--- src/sv/multitouch_frame_tracker_assert.svh ---
// Assertion macros for the multitouch frame tracker.
// Uses clk and rst from the including module's scope.
`ifndef MULTITOUCH_FRAME_TRACKER_ASSERT_SVH
`define MULTITOUCH_FRAME_TRACKER_ASSERT_SVH
`ifndef SYNTHESIS
`define MFT_ASSERT_SAME(label, ante, cons) \
  label: assert property (@(posedge clk) disable iff (rst) (ante) |-> (cons)) \
    else $error("mft same-cycle check failed");
`define MFT_ASSERT_NEXT(label, ante, cons) \
  label: assert property (@(posedge clk) disable iff (rst) (ante) |=> (cons)) \
    else $error("mft next-cycle check failed");
`else
`define MFT_ASSERT_SAME(label, ante, cons)
`define MFT_ASSERT_NEXT(label, ante, cons)
`endif
`endif

--- src/sv/mft_pkg.sv ---
`timescale 1ns / 1ps
// Shared types and constants for the multitouch frame tracker.
// No dependencies.
package mft_pkg;

  localparam int unsigned CNT_W = 4;
  localparam int unsigned ID_W = 8;
  localparam int unsigned POS_W = 16;
  localparam int unsigned MAX_POINTS_DEF = 10;
  localparam logic [CNT_W-1:0] MAX_POINTS_RST = 4'd10;
  localparam int unsigned READY_BIT = 7;

  localparam logic ACT_HEADER = 1'b0;
  localparam logic ACT_POINT = 1'b1;

  localparam logic [1:0] KIND_CONTACT = 2'd0;
  localparam logic [1:0] KIND_RELEASE = 2'd1;
  localparam logic [1:0] KIND_SYNC = 2'd2;

  typedef enum logic [1:0] {
    ST_IDLE,
    ST_COMPARE,
    ST_RELEASE,
    ST_SYNC
  } state_t;

  typedef struct packed {
    logic wr;
    logic [CNT_W-1:0] wr_idx;
    logic [ID_W-1:0] wr_id;
    logic start;
    logic [CNT_W-1:0] count;
    logic rotate;
    logic shift;
    logic commit;
  } cell_ctrl_t;

endpackage

--- src/sv/mft_ifs.sv ---
`timescale 1ns / 1ps
// Valid/ready channel interfaces for tracker input items and result events.
// Depends on mft_pkg for field widths.
interface mft_item_if;
  logic valid;
  logic ready;
  logic action;
  logic [7:0] status_byte;
  logic [mft_pkg::ID_W-1:0] point_id;
  logic [mft_pkg::POS_W-1:0] pos_x;
  logic [mft_pkg::POS_W-1:0] pos_y;

  modport source(output valid, action, status_byte, point_id, pos_x, pos_y, input ready);
  modport sink(input valid, action, status_byte, point_id, pos_x, pos_y, output ready);
endinterface

interface mft_event_if;
  logic valid;
  logic ready;
  logic [1:0] kind;
  logic [mft_pkg::ID_W-1:0] slot;
  logic [mft_pkg::POS_W-1:0] out_x;
  logic [mft_pkg::POS_W-1:0] out_y;
  logic last;

  modport source(output valid, kind, slot, out_x, out_y, last, input ready);
  modport sink(input valid, kind, slot, out_x, out_y, last, output ready);
endinterface

--- src/sv/multitouch_frame_tracker.sv ---
`timescale 1ns / 1ps
// Multitouch frame tracker: contact events per point, releases and sync at frame end.
// A contact event is registered and presented in the cycle after its point transaction is taken.
// Frame end: the ids rotate through the cell ring (ST_COMPARE), then each previous
// id is checked in turn and released if absent (ST_RELEASE), then the sync (ST_SYNC).
// Other items: one per cycle while idle and the result register is free or draining.
// Reset (rst, synchronous): counts, frame state and output valid clear; max_points = 10.
`include "multitouch_frame_tracker_assert.svh"
module multitouch_frame_tracker #(
  parameter int unsigned MAX_POINTS = mft_pkg::MAX_POINTS_DEF
) (
  input  logic clk,
  input  logic rst,
  mft_item_if.sink items,
  mft_event_if.source events,
  input  logic cfg_we,
  input  logic [mft_pkg::CNT_W-1:0] cfg_data
);

  localparam int unsigned CW = mft_pkg::CNT_W;
  localparam int unsigned IW = mft_pkg::ID_W;
  localparam int unsigned PW = mft_pkg::POS_W;
  localparam logic [CW-1:0] MAXP = CW'(MAX_POINTS);
  localparam logic [CW-1:0] MAXP_LAST = CW'(MAX_POINTS - 1);

  mft_pkg::state_t state, state_next;
  mft_pkg::cell_ctrl_t ctrl;

  logic [CW-1:0] max_points;
  logic [CW-1:0] cur_count;
  logic [CW-1:0] exp_count;
  logic [CW-1:0] prev_count;
  logic frame_open;
  logic [CW-1:0] step;

  logic ev_valid;
  logic [1:0] ev_kind;
  logic [IW-1:0] ev_slot;
  logic [PW-1:0] ev_x;
  logic [PW-1:0] ev_y;
  logic ev_last;

  logic out_load;
  logic [1:0] ld_kind;
  logic [IW-1:0] ld_slot;
  logic [PW-1:0] ld_x;
  logic [PW-1:0] ld_y;
  logic ld_last;

  logic can_load;
  logic fire;
  logic [CW-1:0] hdr_cnt;
  logic hdr_ok;
  logic pt_ok;
  logic [CW-1:0] cnt_inc;

  logic [IW-1:0] rot_id [MAX_POINTS];
  logic rot_vld [MAX_POINTS];
  logic [IW-1:0] prev_id [MAX_POINTS];
  logic found [MAX_POINTS];

  genvar gi;
  generate
    for (gi = 0; gi < MAX_POINTS; gi++) begin : g_cell
      logic [IW-1:0] nb_rot_id;
      logic nb_rot_vld;
      logic [IW-1:0] nb_prev_id;
      logic nb_found;
      if (gi == 0) begin : g_head
        assign nb_rot_id = rot_id[MAX_POINTS-1];
        assign nb_rot_vld = rot_vld[MAX_POINTS-1];
      end else begin : g_body
        assign nb_rot_id = rot_id[gi-1];
        assign nb_rot_vld = rot_vld[gi-1];
      end
      if (gi == MAX_POINTS - 1) begin : g_tail
        assign nb_prev_id = '0;
        assign nb_found = 1'b1;
      end else begin : g_link
        assign nb_prev_id = prev_id[gi+1];
        assign nb_found = found[gi+1];
      end
      mft_cell #(.IDX(gi)) u_cell (
        .clk(clk),
        .ctrl(ctrl),
        .nb_rot_id(nb_rot_id),
        .nb_rot_vld(nb_rot_vld),
        .nb_prev_id(nb_prev_id),
        .nb_found(nb_found),
        .rot_id(rot_id[gi]),
        .rot_vld(rot_vld[gi]),
        .prev_id(prev_id[gi]),
        .found(found[gi])
      );
    end
  endgenerate

  assign can_load = !ev_valid || events.ready;
  assign fire = items.valid && items.ready;
  assign hdr_cnt = items.status_byte[CW-1:0];
  assign hdr_ok = items.status_byte[mft_pkg::READY_BIT] && (hdr_cnt <= max_points)
                  && (hdr_cnt <= MAXP);
  assign pt_ok = frame_open && (cur_count < MAXP);
  assign cnt_inc = cur_count + 1'b1;

  always_comb begin
    state_next = state;
    unique case (state)
      mft_pkg::ST_IDLE: begin
        if (ctrl.start) state_next = mft_pkg::ST_COMPARE;
      end
      mft_pkg::ST_COMPARE: begin
        if (step == MAXP_LAST) state_next = mft_pkg::ST_RELEASE;
      end
      mft_pkg::ST_RELEASE: begin
        if (step == prev_count) state_next = mft_pkg::ST_SYNC;
      end
      mft_pkg::ST_SYNC: begin
        if (can_load) state_next = mft_pkg::ST_IDLE;
      end
      default: state_next = mft_pkg::ST_IDLE;
    endcase
  end

  always_comb begin
    items.ready = 1'b0;
    ctrl = '0;
    out_load = 1'b0;
    ld_kind = mft_pkg::KIND_CONTACT;
    ld_slot = '0;
    ld_x = '0;
    ld_y = '0;
    ld_last = 1'b0;
    unique case (state)
      mft_pkg::ST_IDLE: begin
        items.ready = can_load;
        if (fire) begin
          if (items.action == mft_pkg::ACT_HEADER) begin
            if (hdr_ok && (hdr_cnt == '0)) begin
              ctrl.start = 1'b1;
              ctrl.count = '0;
            end
          end else if (pt_ok) begin
            ctrl.wr = 1'b1;
            ctrl.wr_idx = cur_count;
            ctrl.wr_id = items.point_id;
            out_load = 1'b1;
            ld_kind = mft_pkg::KIND_CONTACT;
            ld_slot = items.point_id;
            ld_x = items.pos_x;
            ld_y = items.pos_y;
            if (cnt_inc >= exp_count) begin
              ctrl.start = 1'b1;
              ctrl.count = cnt_inc;
            end else begin
              ld_last = 1'b1;
            end
          end
        end
      end
      mft_pkg::ST_COMPARE: begin
        ctrl.rotate = 1'b1;
      end
      mft_pkg::ST_RELEASE: begin
        if (step != prev_count) begin
          if (found[0]) begin
            ctrl.shift = 1'b1;
          end else if (can_load) begin
            ctrl.shift = 1'b1;
            out_load = 1'b1;
            ld_kind = mft_pkg::KIND_RELEASE;
            ld_slot = prev_id[0];
          end
        end
      end
      mft_pkg::ST_SYNC: begin
        if (can_load) begin
          out_load = 1'b1;
          ld_kind = mft_pkg::KIND_SYNC;
          ld_last = 1'b1;
          ctrl.commit = 1'b1;
        end
      end
      default: begin
      end
    endcase
  end

  always_ff @(posedge clk) begin
    if (rst) begin
      state <= mft_pkg::ST_IDLE;
      max_points <= mft_pkg::MAX_POINTS_RST;
      cur_count <= '0;
      exp_count <= '0;
      prev_count <= '0;
      frame_open <= 1'b0;
      step <= '0;
      ev_valid <= 1'b0;
    end else begin
      state <= state_next;
      if (cfg_we) begin
        max_points <= cfg_data;
      end
      if (state == mft_pkg::ST_COMPARE) begin
        step <= (step == MAXP_LAST) ? '0 : step + 1'b1;
      end else if (ctrl.shift) begin
        step <= step + 1'b1;
      end else if (state != mft_pkg::ST_RELEASE) begin
        step <= '0;
      end
      if (fire && (items.action == mft_pkg::ACT_HEADER) && hdr_ok) begin
        cur_count <= '0;
        exp_count <= hdr_cnt;
        frame_open <= 1'b1;
      end else if (ctrl.wr) begin
        cur_count <= cnt_inc;
      end
      if (ctrl.commit) begin
        prev_count <= cur_count;
        frame_open <= 1'b0;
      end
      if (out_load) begin
        ev_valid <= 1'b1;
      end else if (events.ready) begin
        ev_valid <= 1'b0;
      end
    end
  end

  always_ff @(posedge clk) begin
    if (out_load) begin
      ev_kind <= ld_kind;
      ev_slot <= ld_slot;
      ev_x <= ld_x;
      ev_y <= ld_y;
      ev_last <= ld_last;
    end
  end

  assign events.valid = ev_valid;
  assign events.kind = ev_kind;
  assign events.slot = ev_slot;
  assign events.out_x = ev_x;
  assign events.out_y = ev_y;
  assign events.last = ev_last;

  `MFT_ASSERT_SAME(a_ready_idle, items.ready, state == mft_pkg::ST_IDLE)
  `MFT_ASSERT_SAME(a_count_bound, 1'b1, (cur_count <= MAXP) && (prev_count <= MAXP))
  `MFT_ASSERT_SAME(a_sync_last, events.valid && (events.kind == mft_pkg::KIND_SYNC), events.last)
  `MFT_ASSERT_NEXT(a_commit_close, ctrl.commit, !frame_open && (state == mft_pkg::ST_IDLE))
  `MFT_ASSERT_SAME(a_load_free, out_load, can_load)

endmodule

--- src/sv/mft_cell.sv ---
`timescale 1ns / 1ps
// One track slot: current id, previous id, and a rotating copy of the
// current id for the absent-id search. Depends on mft_pkg.
module mft_cell #(
  parameter int unsigned IDX = 0
) (
  input  logic clk,
  input  mft_pkg::cell_ctrl_t ctrl,
  input  logic [mft_pkg::ID_W-1:0] nb_rot_id,
  input  logic nb_rot_vld,
  input  logic [mft_pkg::ID_W-1:0] nb_prev_id,
  input  logic nb_found,
  output logic [mft_pkg::ID_W-1:0] rot_id,
  output logic rot_vld,
  output logic [mft_pkg::ID_W-1:0] prev_id,
  output logic found
);

  localparam int unsigned CW = mft_pkg::CNT_W;
  localparam logic [CW-1:0] CELL_IDX = CW'(IDX);

  logic [mft_pkg::ID_W-1:0] cur_id;
  logic wr_hit;

  assign wr_hit = ctrl.wr && (ctrl.wr_idx == CELL_IDX);

  always_ff @(posedge clk) begin
    if (wr_hit) begin
      cur_id <= ctrl.wr_id;
    end
    if (ctrl.start) begin
      rot_id <= wr_hit ? ctrl.wr_id : cur_id;
      rot_vld <= CELL_IDX < ctrl.count;
      found <= 1'b0;
    end else if (ctrl.rotate) begin
      rot_id <= nb_rot_id;
      rot_vld <= nb_rot_vld;
      found <= found | (rot_vld && (rot_id == prev_id));
    end else if (ctrl.shift) begin
      found <= nb_found;
    end
    if (ctrl.commit) begin
      prev_id <= cur_id;
    end else if (ctrl.shift) begin
      prev_id <= nb_prev_id;
    end
  end

endmodule

--- src/flat_wrapper.sv ---
// flat-port wrapper written by rule: the top's interface ports become plain ports
module multitouch_frame_tracker_flat 
#(
  parameter int unsigned MAX_POINTS = mft_pkg::MAX_POINTS_DEF
)
  (clk, rst, cfg_we, cfg_data, items_valid, items_action, items_status_byte, items_point_id, items_pos_x, items_pos_y, items_ready, events_valid, events_kind, events_slot, events_out_x, events_out_y, events_last, events_ready);
  mft_item_if items_i ();
  mft_event_if events_i ();
  input  logic clk;
  input  logic rst;
  input  logic cfg_we;
  input  logic [mft_pkg::CNT_W-1:0] cfg_data;
  input wire logic [$bits(items_i.valid)-1:0] items_valid;
  input wire logic [$bits(items_i.action)-1:0] items_action;
  input wire logic [$bits(items_i.status_byte)-1:0] items_status_byte;
  input wire logic [$bits(items_i.point_id)-1:0] items_point_id;
  input wire logic [$bits(items_i.pos_x)-1:0] items_pos_x;
  input wire logic [$bits(items_i.pos_y)-1:0] items_pos_y;
  output wire logic [$bits(items_i.ready)-1:0] items_ready;
  output wire logic [$bits(events_i.valid)-1:0] events_valid;
  output wire logic [$bits(events_i.kind)-1:0] events_kind;
  output wire logic [$bits(events_i.slot)-1:0] events_slot;
  output wire logic [$bits(events_i.out_x)-1:0] events_out_x;
  output wire logic [$bits(events_i.out_y)-1:0] events_out_y;
  output wire logic [$bits(events_i.last)-1:0] events_last;
  input wire logic [$bits(events_i.ready)-1:0] events_ready;
  assign items_i.valid = items_valid;
  assign items_i.action = items_action;
  assign items_i.status_byte = items_status_byte;
  assign items_i.point_id = items_point_id;
  assign items_i.pos_x = items_pos_x;
  assign items_i.pos_y = items_pos_y;
  assign items_ready = items_i.ready;
  assign events_valid = events_i.valid;
  assign events_kind = events_i.kind;
  assign events_slot = events_i.slot;
  assign events_out_x = events_i.out_x;
  assign events_out_y = events_i.out_y;
  assign events_last = events_i.last;
  assign events_i.ready = events_ready;
  multitouch_frame_tracker #(.MAX_POINTS(MAX_POINTS)) u_core (.clk(clk), .rst(rst), .items(items_i), .events(events_i), .cfg_we(cfg_we), .cfg_data(cfg_data));
endmodule
--- config.mk ---
export PLATFORM = sky130hd
export DESIGN_NAME = multitouch_frame_tracker_flat
export DESIGN_NICKNAME = d
export VERILOG_FILES = /design/src/sv/mft_pkg.sv /design/src/sv/mft_ifs.sv /design/src/sv/multitouch_frame_tracker.sv /design/src/sv/mft_cell.sv /design/src/flat_wrapper.sv
export VERILOG_INCLUDE_DIRS = /design/src /design/src/sv
export SDC_FILE = /design/constraint.sdc
export NUM_CORES = 1
export LEC_CHECK = 0
export ABC_AREA = 1
export BUFFER_PORTS_ARGS = -buffer_cell sky130_fd_sc_hd__buf_2
export CAP_MARGIN = 30
export CORE_MARGIN = 2
export CORE_UTILIZATION = 55
export CTS_CLUSTER_DIAMETER = 100
export DETAILED_ROUTE_END_ITERATION = 7
export PLACE_DENSITY_LB_ADDON = 0.3
export SYNTH_ARGS = -nofsm -noshare
export SYNTH_HDL_FRONTEND = slang
export SYNTH_SLANG_ARGS = --single-unit
--- constraint.sdc ---
create_clock -name clk -period 5.84 [get_ports clk]
set_clock_uncertainty 0.1 [all_clocks]
set_input_delay 1.168 -clock clk [delete_from_list [all_inputs] [get_ports clk]]
set_output_delay 1.168 -clock clk [all_outputs]
set_load 0.02 [all_outputs]
### Word-level counts from Yosys, hierarchy flattened

Index checks and enable logic that the tools add are counted.

* output and inout port bits: 45
* input port bits: 58
* bits in registers: 327

* equal/unequal tests: 30
* $lt $le $gt $ge: 14
* muxes and demuxes: 138
* bitwise gates (word level): 11
* add/sub/neg operators: 2
* reductions and logical operators: 41

Operators by type and width (number)
* 8-bit 2-to-1 mux: 56
* 8-bit == test: 10
* 1-bit 2-to-1 mux: 59
* 18-bit 2-to-1 mux: 3
* 1-bit logical AND: 27
* 4-bit by 3-bit == test with 1-bit output (second input constant): 4
* 3-bit by 4-bit less-than comparator with 1-bit output (first input constant): 4
* 4-bit 2-to-1 mux: 4
* 8-bit case mux with 2 select lines: 1
* 5-bit 2-to-1 mux: 3
* 2-bit 2-to-1 mux: 7
* 13-bit 2-to-1 mux: 1
* 4-bit == test (second input constant): 3
* 1-bit OR: 10
* 4-bit by 1-bit adder with 4-bit output (second input constant): 2
* 4-bit by 2-bit == test with 1-bit output (second input constant): 2
* 4-bit zero test: 2
* 1-bit by 4-bit less-than comparator with 1-bit output (first input constant): 2
* 2-bit by 4-bit less-than comparator with 1-bit output (first input constant): 2
* 4-bit less-than comparator (first input constant): 2
* 2-bit by 1-bit != test with 1-bit output (second input constant): 4
* 2-bit case mux with 4 select lines: 1
* 4-bit AND reduction: 2
* 2-bit nonzero test: 4
* other kinds (19): 21

### Depth between registers and ports, before layout

Gate-level depths: netlist of the first run.

* depth after elaboration: 12
* gate-level depth with buffers: 16
* gate-level depth less buffers: 15

### Modules after synthesis

Synthesis of the first run repeated with hierarchy kept, for this count alone.

* cells, all modules: 1924
* area, all modules: 15652.5 um^2

By module, submodules not included
* multitouch_frame_tracker: sequential area each 1771.7 um^2, cells each 358, instances 1, area an instance 3285.7 um^2
* mft_cell at u_core.g_cell[0].u_cell: sequential area each 690.7 um^2, cells each 160, instances 1, area an instance 1244.9 um^2
* mft_cell at u_core.g_cell[2].u_cell: sequential area each 690.7 um^2, cells each 160, instances 1, area an instance 1242.4 um^2
* mft_cell at u_core.g_cell[5].u_cell: sequential area each 690.7 um^2, cells each 157, instances 1, area an instance 1242.4 um^2
* mft_cell at u_core.g_cell[4].u_cell: sequential area each 690.7 um^2, cells each 157, instances 1, area an instance 1241.2 um^2
* mft_cell at u_core.g_cell[9].u_cell: sequential area each 690.7 um^2, cells each 159, instances 1, area an instance 1238.7 um^2
* mft_cell at u_core.g_cell[8].u_cell: sequential area each 690.7 um^2, cells each 154, instances 1, area an instance 1234.9 um^2
* mft_cell at u_core.g_cell[1].u_cell: sequential area each 690.7 um^2, cells each 154, instances 1, area an instance 1232.4 um^2
* mft_cell at u_core.g_cell[3].u_cell: sequential area each 690.7 um^2, cells each 155, instances 1, area an instance 1229.9 um^2
* mft_cell at u_core.g_cell[6].u_cell: sequential area each 690.7 um^2, cells each 154, instances 1, area an instance 1229.9 um^2
* mft_cell at u_core.g_cell[7].u_cell: sequential area each 690.7 um^2, cells each 156, instances 1, area an instance 1229.9 um^2

### Least setup slack after synthesis of the first run

Ideal clock, no wire load.

* kind: in2reg
* from: input items_status_byte[3]
* to: register u_core.g_cell[0].u_cell.rot_id[0] (netlist name), enable pin
* setup slack: 1.134 ns
* arrival: 3.739 ns
* stages on the path: 11
* data required time: 4.874 ns
* setup time: 0.866 ns
* cell sequence: ha_1 -> nand2_1 -> inv_1 -> nand2_1 -> nand2_1 -> nand2_1 -> nand3_1 -> nand2_1 -> nand2_1 -> clkbuf_1 -> nand2_1

* cells in the longest elaborated chain, start to end: 9
* elaborated cells between the ends (all ways): 11
* those cells by class: order compare: 2; mux: 4; reduce/logical: 5

RTL lines
* start: declaration: line flat_wrapper.sv:15 `input wire logic [$bits(items_i.status_byte)-1:0] items_status_byte;`
* 4-bit <= comparator: line multitouch_frame_tracker.sv:101 `assign hdr_ok = items.status_byte[mft_pkg::READY_BIT] && (hdr_cnt <= max_points)`
* 1-bit logical AND: line multitouch_frame_tracker.sv:101
* 1-bit logical AND: line multitouch_frame_tracker.sv:102 `&& (hdr_cnt <= MAXP);`
* 1-bit logical AND (*): line multitouch_frame_tracker.sv:139 `if (hdr_ok && (hdr_cnt == '0)) begin`
* 5-bit 2-to-1 mux (*): line multitouch_frame_tracker.sv:139
* 5-bit 2-to-1 mux (*): line multitouch_frame_tracker.sv:138 `if (items.action == mft_pkg::ACT_HEADER) begin`
* 18-bit 2-to-1 mux (*): line multitouch_frame_tracker.sv:137 `if (fire) begin`
* 18-bit 2-to-1 mux (*): line multitouch_frame_tracker.sv:134 `unique case (state)`
* 2-bit nonzero test (no source line) (*)
* end signal: assignment: line mft_cell.sv:32 `rot_id <= wr_hit ? ctrl.wr_id : cur_id;`
* end signal: assignment: line mft_cell.sv:36 `rot_id <= nb_rot_id;`
* end: declaration: line mft_cell.sv:13 `output logic [mft_pkg::ID_W-1:0] rot_id,`

Every way passes the cells marked *; elsewhere a longest branch is shown, timed or not.
A chain may end at the register's enable or synchronous reset.

### Worst setup path after layout of the first run

* from: register u_core.cur_count[1]
* to: register u_core.g_cell[1].u_cell.rot_id[0] (netlist name), enable pin

* cells in the longest elaborated chain, start to end: 8
* elaborated cells between the ends (all ways): 10
* those cells by class: add/sub: 1; order compare: 2; mux: 5; reduce/logical: 2

RTL lines
* start: declaration: line multitouch_frame_tracker.sv:30 `logic [CW-1:0] cur_count;`
* start signal: assignment: line multitouch_frame_tracker.sv:216 `cur_count <= cnt_inc;`
* 4-bit by 1-bit adder with 4-bit output: line multitouch_frame_tracker.sv:104 `assign cnt_inc = cur_count + 1'b1;`
* named net u_core.cnt_inc[3]: line multitouch_frame_tracker.sv:55 `logic [CW-1:0] cnt_inc;`
* 4-bit >= comparator: line multitouch_frame_tracker.sv:152 `if (cnt_inc >= exp_count) begin`
* 5-bit 2-to-1 mux: line multitouch_frame_tracker.sv:152
* 18-bit 2-to-1 mux: line multitouch_frame_tracker.sv:143 `end else if (pt_ok) begin`
* 5-bit 2-to-1 mux: line multitouch_frame_tracker.sv:138
* 18-bit 2-to-1 mux: line multitouch_frame_tracker.sv:137
* 18-bit 2-to-1 mux: line multitouch_frame_tracker.sv:134
* 2-bit nonzero test (no source line)
* end signal: assignment: line mft_cell.sv:32
* end signal: assignment: line mft_cell.sv:36
* end: declaration: line mft_cell.sv:13

The timed path passes the listed nets, and every way through them passes these cells.

==> results of run 1 <==
[tightest hold or removal path: cells and delay by family, from the launching register on]
kind	cells	cell delay [ns]
buffers and inverters	1	0.05
AOI/OAI and AO/OA	1	0.05
DFF	1	0.31
[cells by family after synthesis]
logic type	count (synthesis)
AND/OR/NAND/NOR	747
flip-flops	327
buffers and inverters	288
AO/OA/AOI/OAI	240
XOR/XNOR	32
adder cells (fa/ha/maj)	17
[cells in the final DEF, fill, tap and decap left out, types with 2 or more instances in the layout]
| cell | Yosys | routed |
|---|---|---|
| a211oi_1 | 5 | 5 |
| a21boi_0 | 2 | 2 |
| a21oi_1 | 30 | 30 |
| and2_1 | 16 | 16 |
| buf_2 | 18 | 99 |
| buf_4 | 1 | 7 |
| clkbuf_1 | 29 | 7 |
| clkbuf_16 | 0 | 37 |
| clkbuf_8 | 0 | 5 |
| clkinv_1 | 1 | 5 |
| clkinv_2 | 0 | 9 |
| dfxtp_1 | 114 | 114 |
| edfxtp_1 | 213 | 213 |
| ha_1 | 17 | 17 |
| inv_1 | 229 | 228 |
| inv_2 | 4 | 4 |
| nand2_1 | 513 | 510 |
| nand2_2 | 4 | 5 |
| nand2_4 | 0 | 2 |
| nand3_1 | 74 | 74 |
| nand3_2 | 3 | 3 |
| nand3b_1 | 3 | 3 |
| nand4_1 | 12 | 12 |
| nor2_1 | 87 | 86 |
| nor2_2 | 4 | 4 |
| nor2_4 | 8 | 9 |
| nor3_1 | 8 | 8 |
| nor4_4 | 4 | 4 |
| o2111ai_1 | 2 | 2 |
| o211ai_1 | 4 | 4 |
| o21a_1 | 8 | 8 |
| o21ai_0 | 150 | 150 |
| o21ai_1 | 20 | 20 |
| o21ai_2 | 8 | 8 |
| o22ai_1 | 10 | 10 |
| or2_2 | 6 | 6 |
| xnor2_1 | 24 | 24 |
| xor2_1 | 8 | 8 |
[metrics by stage]
stage	cell area, um^2	hold slack (ns)	utilization (%)	worst slack, ns
floorplan	14800	0.327	-	1.13
global placement	15600	0.346	58.4	1.68
detailed placement	15600	0.352	58.4	1.65
CTS	16700	0.365	62.6	1.64
global route	16800	0.397	62.7	1.30
finish	16800	0.364	62.7	1.56
[cell type report]
class                   count  area share [%]
well taps                 341            2.55
multi-input cells        1036            30.1
flip-flops and latches    327            51.8
inverters                 234            5.25
clock inverters            14           0.553
repair buffers            109            3.62
clock buffers              49            6.09
[worst max path at each step]
stage	endpoint	from	slack, ns
global placement	u_core.g_cell[7].u_cell.rot_id[1]	items_status_byte[3]	1.68
global route	u_core.g_cell[1].u_cell.rot_id[0]	u_core.cur_count[1]	1.30
floorplan	u_core.g_cell[0].u_cell.rot_id[0]	items_status_byte[3]	1.13
CTS	u_core.g_cell[9].u_cell.rot_id[7]	u_core.cur_count[1]	1.64
finish	u_core.g_cell[1].u_cell.rot_id[0]	u_core.cur_count[1]	1.56
detailed placement	u_core.g_cell[7].u_cell.rot_id[0]	u_core.cur_count[1]	1.65
[per-layer routing]
metal | wire length [um] | vias up | part of all wire (%) | global-route usage, %
li1 | - | 5545 | - | -
met1 | 16000 | 5397 | 43 | 37.8
met2 | 17700 | 513 | 47 | 43.5
met3 | 2980 | 60 | 8.0 | 3.15
met4 | 790 | 0 | 2.1 | 7.35
met5 | 0 | - | 0 | 0
[sequential cells by signal, indices dropped and copies added (netlist names), 2 cells and up]
signal	flops
u_core.events.out_y	16
u_core.prev_count	4
u_core.g_cell.u_cell.cur_id	80
u_core.events.out_x	16
u_core.exp_count	4
u_core.max_points	4
u_core.cur_count	4
u_core.events.kind	2
u_core.events.slot	8
u_core.step	4
u_core.g_cell.u_cell.rot_id	80
u_core.g_cell.u_cell.rot_vld	10
u_core.state	2
u_core.g_cell.u_cell.found	10
u_core.g_cell.u_cell.prev_id	80
[power groups by stage]
stage	Clock, uW	Sequential (uW)	Combinational [uW]
2_1_floorplan	0	3360	910
3_3_place_gp	0	3360	1330
3_5_place_dp	0	3370	1380
4_1_cts	2180	3330	1390
5_1_grt	2270	3380	1560
6_report	2160	3340	1400
[cells in the mapped netlist (4+ instances only)]
| cell type | n | area [um^2] |
|---|---|---|
| a211oi_1 | 5 | 37.5 |
| a21oi_1 | 30 | 150 |
| and2_1 | 16 | 100 |
| buf_2 | 18 | 90.1 |
| clkbuf_1 | 29 | 109 |
| dfxtp_1 | 114 | 2280 |
| edfxtp_1 | 213 | 6400 |
| ha_1 | 17 | 213 |
| inv_1 | 229 | 860 |
| inv_2 | 4 | 15.0 |
| nand2_1 | 513 | 1930 |
| nand2_2 | 4 | 25.0 |
| nand3_1 | 74 | 370 |
| nand4_1 | 12 | 75.1 |
| nor2_1 | 87 | 327 |
| nor2_2 | 4 | 25.0 |
| nor2_4 | 8 | 90.1 |
| nor3_1 | 8 | 40.0 |
| nor4_4 | 4 | 85.1 |
| o211ai_1 | 4 | 30.0 |
| o21a_1 | 8 | 60.1 |
| o21ai_0 | 150 | 751 |
| o21ai_1 | 20 | 100 |
| o21ai_2 | 8 | 70.1 |
| o22ai_1 | 10 | 62.6 |
| or2_2 | 6 | 37.5 |
| xnor2_1 | 24 | 210 |
| xor2_1 | 8 | 70.1 |
==> metrics.yaml, run 1 <==
floorplanning:
  chipHeight_um: 168
  core_region_area_um2: 26700
  die_x_um: 168
  num_rows: 60
  start_util_pct: 55.5
  ios: 103
  die_area_um2: 28300
power:
  combPwrFrac_pct: 20.3
  finalPower_uw: 6900
  p_sw_share_pct: 30.6
  power_density_nw_per_um2: 412
  ir_drop_mv: 0.262
  clkPwrFrac_pct: 31.4
  intPower_uw: 4790
  power_switching_uw: 2110
  seq_power_share_pct: 48.4
  leakage_uw: 0.00728
route:
  drc: 0
  via_count: 11515
  detail-route-antenna-nets: 0
  wirelength_um: 37400
  drt_iter0_markers: 1269
  viasPerCell: 5.46
  wl_per_cell_um: 17.7
  dr.pass1.iters: 5
clock_tree:
  hold_buffers: 0
  ctsResizeCount: 0
  clk_latency_ns: 0.52
  cts_htree_levels: 2
  cts_tree: "built"
  post_cts_buffers: 0
  cts_root_buffer: "clkbuf_16"
  cts-buffers-inserted: 35
  clk_pin_slew_ns: 0.06
  ctsLongestPathBuffers: 3
  cts_sinks: 327
grt:
  grt_max_degree: 103
  antenna_found_initial: 0
  grt_pass1_wl_um: 58600
  track_usage_pct: 26.6
  globalRoute.totalOverflow: 0
  grt_pass1_vias: 10829
sta:
  setup_tns_ns: 0
  slew_headroom_pct: 31.6
  worst_pin_slew_ns: 1.02
  drv_slew: 0
  setup-violations-final: 0
  fmax_mhz: 234
  min_period_ns: 4.28
  period_share_pct: 73.2
  rsz0062_at_grt: "false"
  hold_violations: 0
synth:
  yosysSeqAreaShare_pct: 58.5
  ys_warn_count: 0
  synth_nets: 1726
  async_reset_ff_share_pct: 0
  avgSynthCellArea_um2: 8.98
  synth.area.mux_share_pct: 0
  synth-seq-cells: 327
  synth_xor_xnor_area_share_pct: 1.89
  synth_flop_cell: "edfxtp_1"
  synth_compound_area_share_pct: 8.77
  synth-simple-area-share_pct: 21.8
  synthAdderAreaFrac_pct: 1.43
  synth_area_um2: 14800
  syn_inst: 1651
  synth_top_family_by_area: "simple AND/OR/NAND/NOR gates"
  ys_types: 42
  synth_edf_count: 213
cells_and_area:
  diodes: 0
  nFillCells: 2222
  finalNonFillerCells: 2110
  final_layout_size_suffix_gt1_share_pct: 12.0
  fin_nets: 1818
  area_delta_synth_final_pct: 13.0
  seqCellArea_um2: 8680
  multi_input_area_um2: 5050
setup_path:
  cp-start-kind: "register"
  crit_type: "reg -> reg"
  crit_arrival_ns: 4.39
  path_common_cell: "nand2_1"
  cp-end-kind: "register"
  cp_num_buf_inv: 3
  reg2reg_to: "u_core.g_cell[1].u_cell.rot_id[0]"
  r2r_setup_slack_ns: 1.56
  regToRegStartpoint: "u_core.cur_count[1]"
  slowest_stage: "buf_4"
  cp_cell_sequence: "nand3_1 -> xor2_1 -> ha_1 -> nand2_1 -> inv_1 -> o21ai_0 -> nand3_1 -> nand2_1 -> nand2_1 -> nand2_2 -> buf_4 -> nand2_4 -> buf_4"
  path_delay_family: "simple AND/OR/NAND/NOR gates"
  critical_path_depth: 13
  rr_worst_depth: 13
  crit_fanout: 69
  cpPeakStageDelay_ns: 0.68
  crit_required_ns: 5.95
place:
  gp_congestion: 0.838
  dp_cells: 2045
  hpwlAfterDp_um: 25000
  port_buffers: 99
worst_hold_path:
  hp-class: "reg -> reg"
  holdPathEnd: "u_core.exp_count[0]"
  hp-start: "u_core.exp_count[0]"
  holdPathStages: 2
run_status:
  status: "complete, no violations"
flow_run:
  max_cap_violations: 0
(Power assumes the default switching activity.)
==> run 2, diff against run 1 <==
==> constraint.sdc (replaced) <==
create_clock -name clk -period 4.2 [get_ports clk]
set_clock_uncertainty 0.1 [all_clocks]
set_input_delay 0.84 -clock clk [delete_from_list [all_inputs] [get_ports clk]]
set_output_delay 0.84 -clock clk [all_outputs]
set_load 0.02 [all_outputs]
==> run 2 against run 1 <==
Effect of this change:
- worst setup slack worse by 0.70 ns
- clock power grew 44%
- flip-flop and latch count did not move
- sequential power rose by 39%
- sequential share of layout area fell by 0.28 points
- design area up 0.54%
- combinational power increased by 40%
- register-to-register slack got worse by 0.70 ns
- maximum frequency grew 28%
- highest routed layer unchanged
==> metrics.yaml, run 2 (same netlist as run 1, synthesis figures left out) <==
floorplanning:
  chipHeight_um: 168  # unchanged
  start_util_pct: 55.5  # unchanged
  ios: 103  # unchanged
  num_rows: 60  # unchanged
  core_region_area_um2: 26700  # unchanged
  die_area_um2: 28300  # unchanged
  die_x_um: 168  # unchanged
clock_tree:
  cts-buffers-inserted: 36  # +2.9%
  hold_buffers: 0  # unchanged
  clk_pin_slew_ns: 0.06  # about the same
  clk_latency_ns: 0.52  # about the same
  cts_htree_levels: 2  # unchanged
  cts_root_buffer: "clkbuf_16"
  ctsLongestPathBuffers: 3  # unchanged
  post_cts_buffers: 0  # unchanged
  ctsResizeCount: 0  # unchanged
  cts_sinks: 327  # unchanged
  cts_tree: "built"
worst_hold_path:
  hp-class: "reg -> reg"
cells_and_area:
  most-common-layout-cells: "510 x nand2_1, 228 x inv_1, 213 x edfxtp_1"
  final_common_cell: "nand2_1"
  fin_nets: 1821  # +0.17%
  reg.largest.list: "u_core.g_cell.u_cell.cur_id (80), u_core.g_cell.u_cell.prev_id (80), u_core.g_cell.u_cell.rot_id (80)"
  final_layout_size_suffix_gt1_share_pct: 12.0  # +0.036 points
  diodes: 0  # unchanged
  area_delta_synth_final_pct: 13.6
route:
  wl_per_cell_um: 17.5  # -1.4%
  wirelength_um: 37000  # -1.3%
  viasPerCell: 5.40  # -1.0%
  via_count: 11411  # -0.90%
  drc: 0  # unchanged
  dr.pass1.iters: 5  # unchanged
  detail-route-antenna-nets: 0  # unchanged
  drt_iter0_markers: 1073  # -15%
sta:
  slew_headroom_pct: 40.1  # +8.6 points
  drv_slew: 0  # unchanged
  setup-violations-final: 0  # unchanged
  hold_violations: 0  # unchanged
  min_period_ns: 3.34  # -0.941 ns
  fin_ws_ns: 0.864  # -0.699 ns
  fmax_mhz: 300  # +28%
  period_share_pct: 79.4  # +6.2 points
  rsz0062_at_grt: "false"
  setup_tns_ns: 0  # unchanged
  worst_pin_slew_ns: 0.892  # -0.127 ns
place:
  port_buffers: 99  # unchanged
  gp_congestion: 0.877  # +4.6%
  hpwlAfterDp_um: 25000  # -0.12%
  dp_slack_ns: 0.860  # -0.794 ns
setup_path:
  crit_type: "reg -> reg"
  crit_arrival_ns: 3.69  # -0.70 ns
  crit_fanout: 52  # -25%
  cp-start-kind: "register"
  cp-end-kind: "register"
  crit_required_ns: 4.56  # -1.39 ns
run_status:
  status: "complete, no violations"
flow_run:
  max_cap_violations: 0  # unchanged
grt:
  track_usage_pct: 26.1  # -0.51 points
  grt_pass1_wl_um: 57300  # -2.3%
  grt_max_degree: 102  # -0.97%
  grt_pass1_vias: 10900  # +0.66%
  globalRoute.totalOverflow: 0  # unchanged
  antenna_found_initial: 0  # unchanged
power:
  ir_drop_mv: 0.422  # +61%
  power_density_nw_per_um2: 577  # +40%
  leakage_uw: 0.00732  # +0.51%
## run 2: worst max-delay path: stages, from the launching register on
cell and delay, ns:
dfxtp_1 0.65, ha_1 0.27, xnor2_1 0.14, inv_1 0.07
ha_1 0.29, nand2_1 0.07, inv_1 0.05, o21ai_0 0.06
nand3_1 0.29, nand2_1 0.14, nand2_1 0.07, nand2_2 0.10
buf_4 0.50, o21ai_0 0.23, inv_1 0.10, nand2_1 0.06
inv_1 0.05
## run 2: path summary, 6_finish.rpt
check                                        to                 from  slack, ns  cells past startpoint
hold reg to reg               u_core.frame_open    u_core.frame_open       0.37                      2
setup reg to reg  u_core.g_cell[7].u_cell.found  u_core.cur_count[1]       0.86                     16
hold / removal                u_core.frame_open    u_core.frame_open       0.37                      2
setup / recovery  u_core.g_cell[7].u_cell.found  u_core.cur_count[1]       0.86                     16
## run 2: metal layers
| layer | track usage, % | share of wire [%] | vias up |
|---|---|---|---|
| li1 | - | - | 5539 |
| met1 | 35.6 | 43 | 5342 |
| met2 | 42.7 | 47 | 445 |
| met3 | 3.64 | 7.6 | 85 |
| met4 | 9.67 | 3.1 | 0 |
| met5 | 0 | 0 | - |
## run 2: power breakdown
part / internal (uW) / switching [uW]
combinational: 648 / 1310
sequential: 4280 / 379
clock: 1890 / 1220
## run 2: metrics by stage
step                      total power [uW]  hold slack (ns)  area, um^2  std cells  utilization (%)
final                                 9730            0.365       16800       2113             63.0
after floorplan                       5930            0.327       14800       1651                -
after detailed placement              6630            0.353       15700       2048             58.6
after global placement                6550            0.347       15700       2048             58.6
after CTS                             9730            0.362       16800       2112             63.0
after global routing                 10200            0.382       16800       2113             63.0
## run 2: layout make-up
| cell class | instances | area, um^2 |
|---|---|---|
| clock inverters | 10 | 124 |
| clock buffers | 54 | 1040 |
| flip-flops and latches | 327 | 8680 |
| fillers | 2197 | 9880 |
| inverters | 234 | 880 |
| repair buffers | 111 | 648 |
| multi-input cells | 1036 | 5050 |
| well taps | 341 | 427 |
==> run 3, diff against run 2 <==
==> constraint.sdc (replaced) <==
create_clock -name clk -period 2.8 [get_ports clk]
set_clock_uncertainty 0.1 [all_clocks]
set_input_delay 0.56 -clock clk [delete_from_list [all_inputs] [get_ports clk]]
set_output_delay 0.56 -clock clk [all_outputs]
set_load 0.02 [all_outputs]
==> run 3 against run 2 <==
Effect of this change:
- total power is 52% higher
- count of clock-buffer cells in the layout is 11 lower
- first-iteration DRC count is 11% higher
- combinational power is 55% higher
- design area is 2.4% higher
- core utilization is 1.5 points higher
==> metrics.yaml, run 3 (same netlist as run 1, synthesis figures left out) <==
sta:
  min_period_ns: 2.61  # -0.728 ns
  fin_ws_ns: 0.192  # -0.672 ns
  hold_violations: 0  # unchanged
  worst_pin_slew_ns: 0.717  # -0.174 ns
  period_share_pct: 93.1  # +14 points
  setup_tns_ns: 0  # unchanged
  drv_slew: 0  # unchanged
  fmax_mhz: 383  # +28%
  holdWs_ns: 0.178  # -0.188 ns
  setup-violations-final: 0  # unchanged
  slew_headroom_pct: 52.2  # +12 points
  rsz0062_at_grt: "false"
worst_hold_path:
  hp-class: "in -> reg"
cells_and_area:
  reg.largest.list: "u_core.g_cell.u_cell.cur_id (80), u_core.g_cell.u_cell.prev_id (80), u_core.g_cell.u_cell.rot_id (80)"
  nFillCells: 2132  # -3.0%
  diodes: 0  # unchanged
  multi_input_area_um2: 5070  # +0.47%
  final_layout_size_suffix_gt1_share_pct: 14.3  # +2.3 points
  area_delta_synth_final_pct: 16.3
  final_common_cell: "nand2_1"
  fin_area_um2: 17200  # +2.4%
  seqCellArea_um2: 8680  # about the same
  fin_nets: 1858  # +2.0%
  finalNonFillerCells: 2149  # +1.7%
  most-common-layout-cells: "508 x nand2_1, 228 x inv_1, 213 x edfxtp_1"
grt:
  track_usage_pct: 27.2  # +1.1 points
  antenna_found_initial: 3  # +3
  grt_pass1_vias: 11216  # +2.9%
  grt_max_degree: 72  # -29%
  grt_pass1_wl_um: 59600  # +4.0%
  globalRoute.totalOverflow: 0  # unchanged
route:
  wl_per_cell_um: 17.9  # +2.2%
  drc: 0  # unchanged
  via_count: 11698  # +2.5%
  viasPerCell: 5.44  # +0.80%
  detail-route-antenna-nets: 0  # unchanged
  drt_iter0_markers: 1190  # +11%
  wirelength_um: 38400  # +4.0%
  dr.pass1.iters: 6  # +1
clock_tree:
  cts_tree: "built"
  clk_pin_slew_ns: 0.06  # about the same
  cts_htree_levels: 2  # unchanged
  clk_latency_ns: 0.51  # about the same
  cts_sinks: 327  # unchanged
  cts-buffers-inserted: 34  # -5.6%
  cts_root_buffer: "clkbuf_16"
  hold_buffers: 0  # unchanged
  ctsLongestPathBuffers: 3  # unchanged
setup_path:
  cp-start-kind: "register"
  crit_required_ns: 2.90  # -1.66 ns
  crit_type: "reg -> reg"
  crit_arrival_ns: 2.71  # -0.98 ns
  slowest_stage: "dfxtp_2"
  path_delay_family: "simple AND/OR/NAND/NOR gates"
  path_common_cell: "nand2_1"
  cpPeakStageDelay_ns: 0.34  # -0.31 ns
  crit_fanout: 26  # -50%
  cp_num_buf_inv: 4  # -1
  cp_cell_sequence: "ha_1 -> xnor2_1 -> inv_1 -> ha_1 -> nand2_1 -> inv_1 -> nand3_1 -> nand3_1 -> nand2_1 -> nand2_1 -> nand2_2 -> buf_4 -> nand2_8 -> buf_12"
  cp-end-kind: "register"
floorplanning:
  ios: 103  # unchanged
  core_region_area_um2: 26700  # unchanged
  die_area_um2: 28300  # unchanged
  chipHeight_um: 168  # unchanged
  die_x_um: 168  # unchanged
  num_rows: 60  # unchanged
  start_util_pct: 55.5  # unchanged
power:
  ir_drop_mv: 0.639  # +52%
  leakage_uw: 0.00755  # +3.2%
  power_density_nw_per_um2: 858  # +49%
place:
  dp_cells: 2088  # +2.0%
  placed_cell_area_um2: 16000  # +2.4%
  dp_slack_ns: 0.167  # -0.693 ns
  hpwlAfterDp_um: 26200  # +4.7%
  gp_congestion: 0.885  # +0.95%
  port_buffers: 99  # unchanged
run_status:
  status: "complete, no violations"
flow_run:
  max_cap_violations: 0  # unchanged
[run 3: worst reg2reg max path, stage by stage, from the launching register on]
cell,delay (ns)
dfxtp_2,0.34
ha_1,0.21
xnor2_1,0.19
inv_1,0.07
ha_1,0.27
nand2_1,0.05
inv_1,0.07
nand3_1,0.07
nand3_1,0.11
nand2_1,0.06
nand2_1,0.07
nand2_2,0.10
buf_4,0.18
nand2_8,0.19
buf_12,0.24
[run 3: area by class of cell]
type                    count  area share, %
repair buffers            150           5.79
clock inverters            18           1.23
clock buffers              43           5.67
inverters                 234           5.10
multi-input cells        1036           29.4
flip-flops and latches    327           50.3
well taps                 341           2.47
[run 3: through the flow]
stage                     util (%)  total power, uW
after floorplan                  -             8880
after global placement        60.0             9920
after detailed placement      60.0            10000
after CTS                     64.5            14800
after global routing          64.5            15500
final                         64.5            14800
[run 3: layer usage]
metal / vias to the layer above / part of all wire, % / global-route usage [%]
li1: 5613 / - / -
met1: 5487 / 40 / 35.7
met2: 503 / 47 / 45.1
met3: 91 / 8.9 / 5.45
met4: 4 / 3.1 / 9.75
met5: - / 0.065 / 0
[run 3: power breakdown]
| group | total (uW) | switching (uW) | internal (uW) | leakage (uW) |
|---|---|---|---|---|
| clock | 4790 | 1860 | 2930 | 0.000587 |
| combinational | 3040 | 1990 | 1050 | 0.00406 |
| sequential | 6970 | 566 | 6410 | 0.00291 |
[run 3: path summary, 6_finish.rpt]
check | startpoint | end | slack [ns] | cells after the start
hold reg to reg | u_core.max_points[2] | u_core.max_points[2] | 0.37 | 2
hold / removal | cfg_data[1] | u_core.max_points[1] | 0.18 | 3
setup / recovery | u_core.cur_count[0] | u_core.g_cell[1].u_cell.rot_id[5] | 0.19 | 14
setup reg to reg | u_core.cur_count[0] | u_core.g_cell[1].u_cell.rot_id[5] | 0.19 | 14
[run 3: repair_timing]
| action | 4_1_cts | 5_1_grt |
|---|---|---|
| resized for setup | 0 | 6 |
| buffers inserted | 0 | 0 |
| setup endpoints to repair | 0 | 14 |
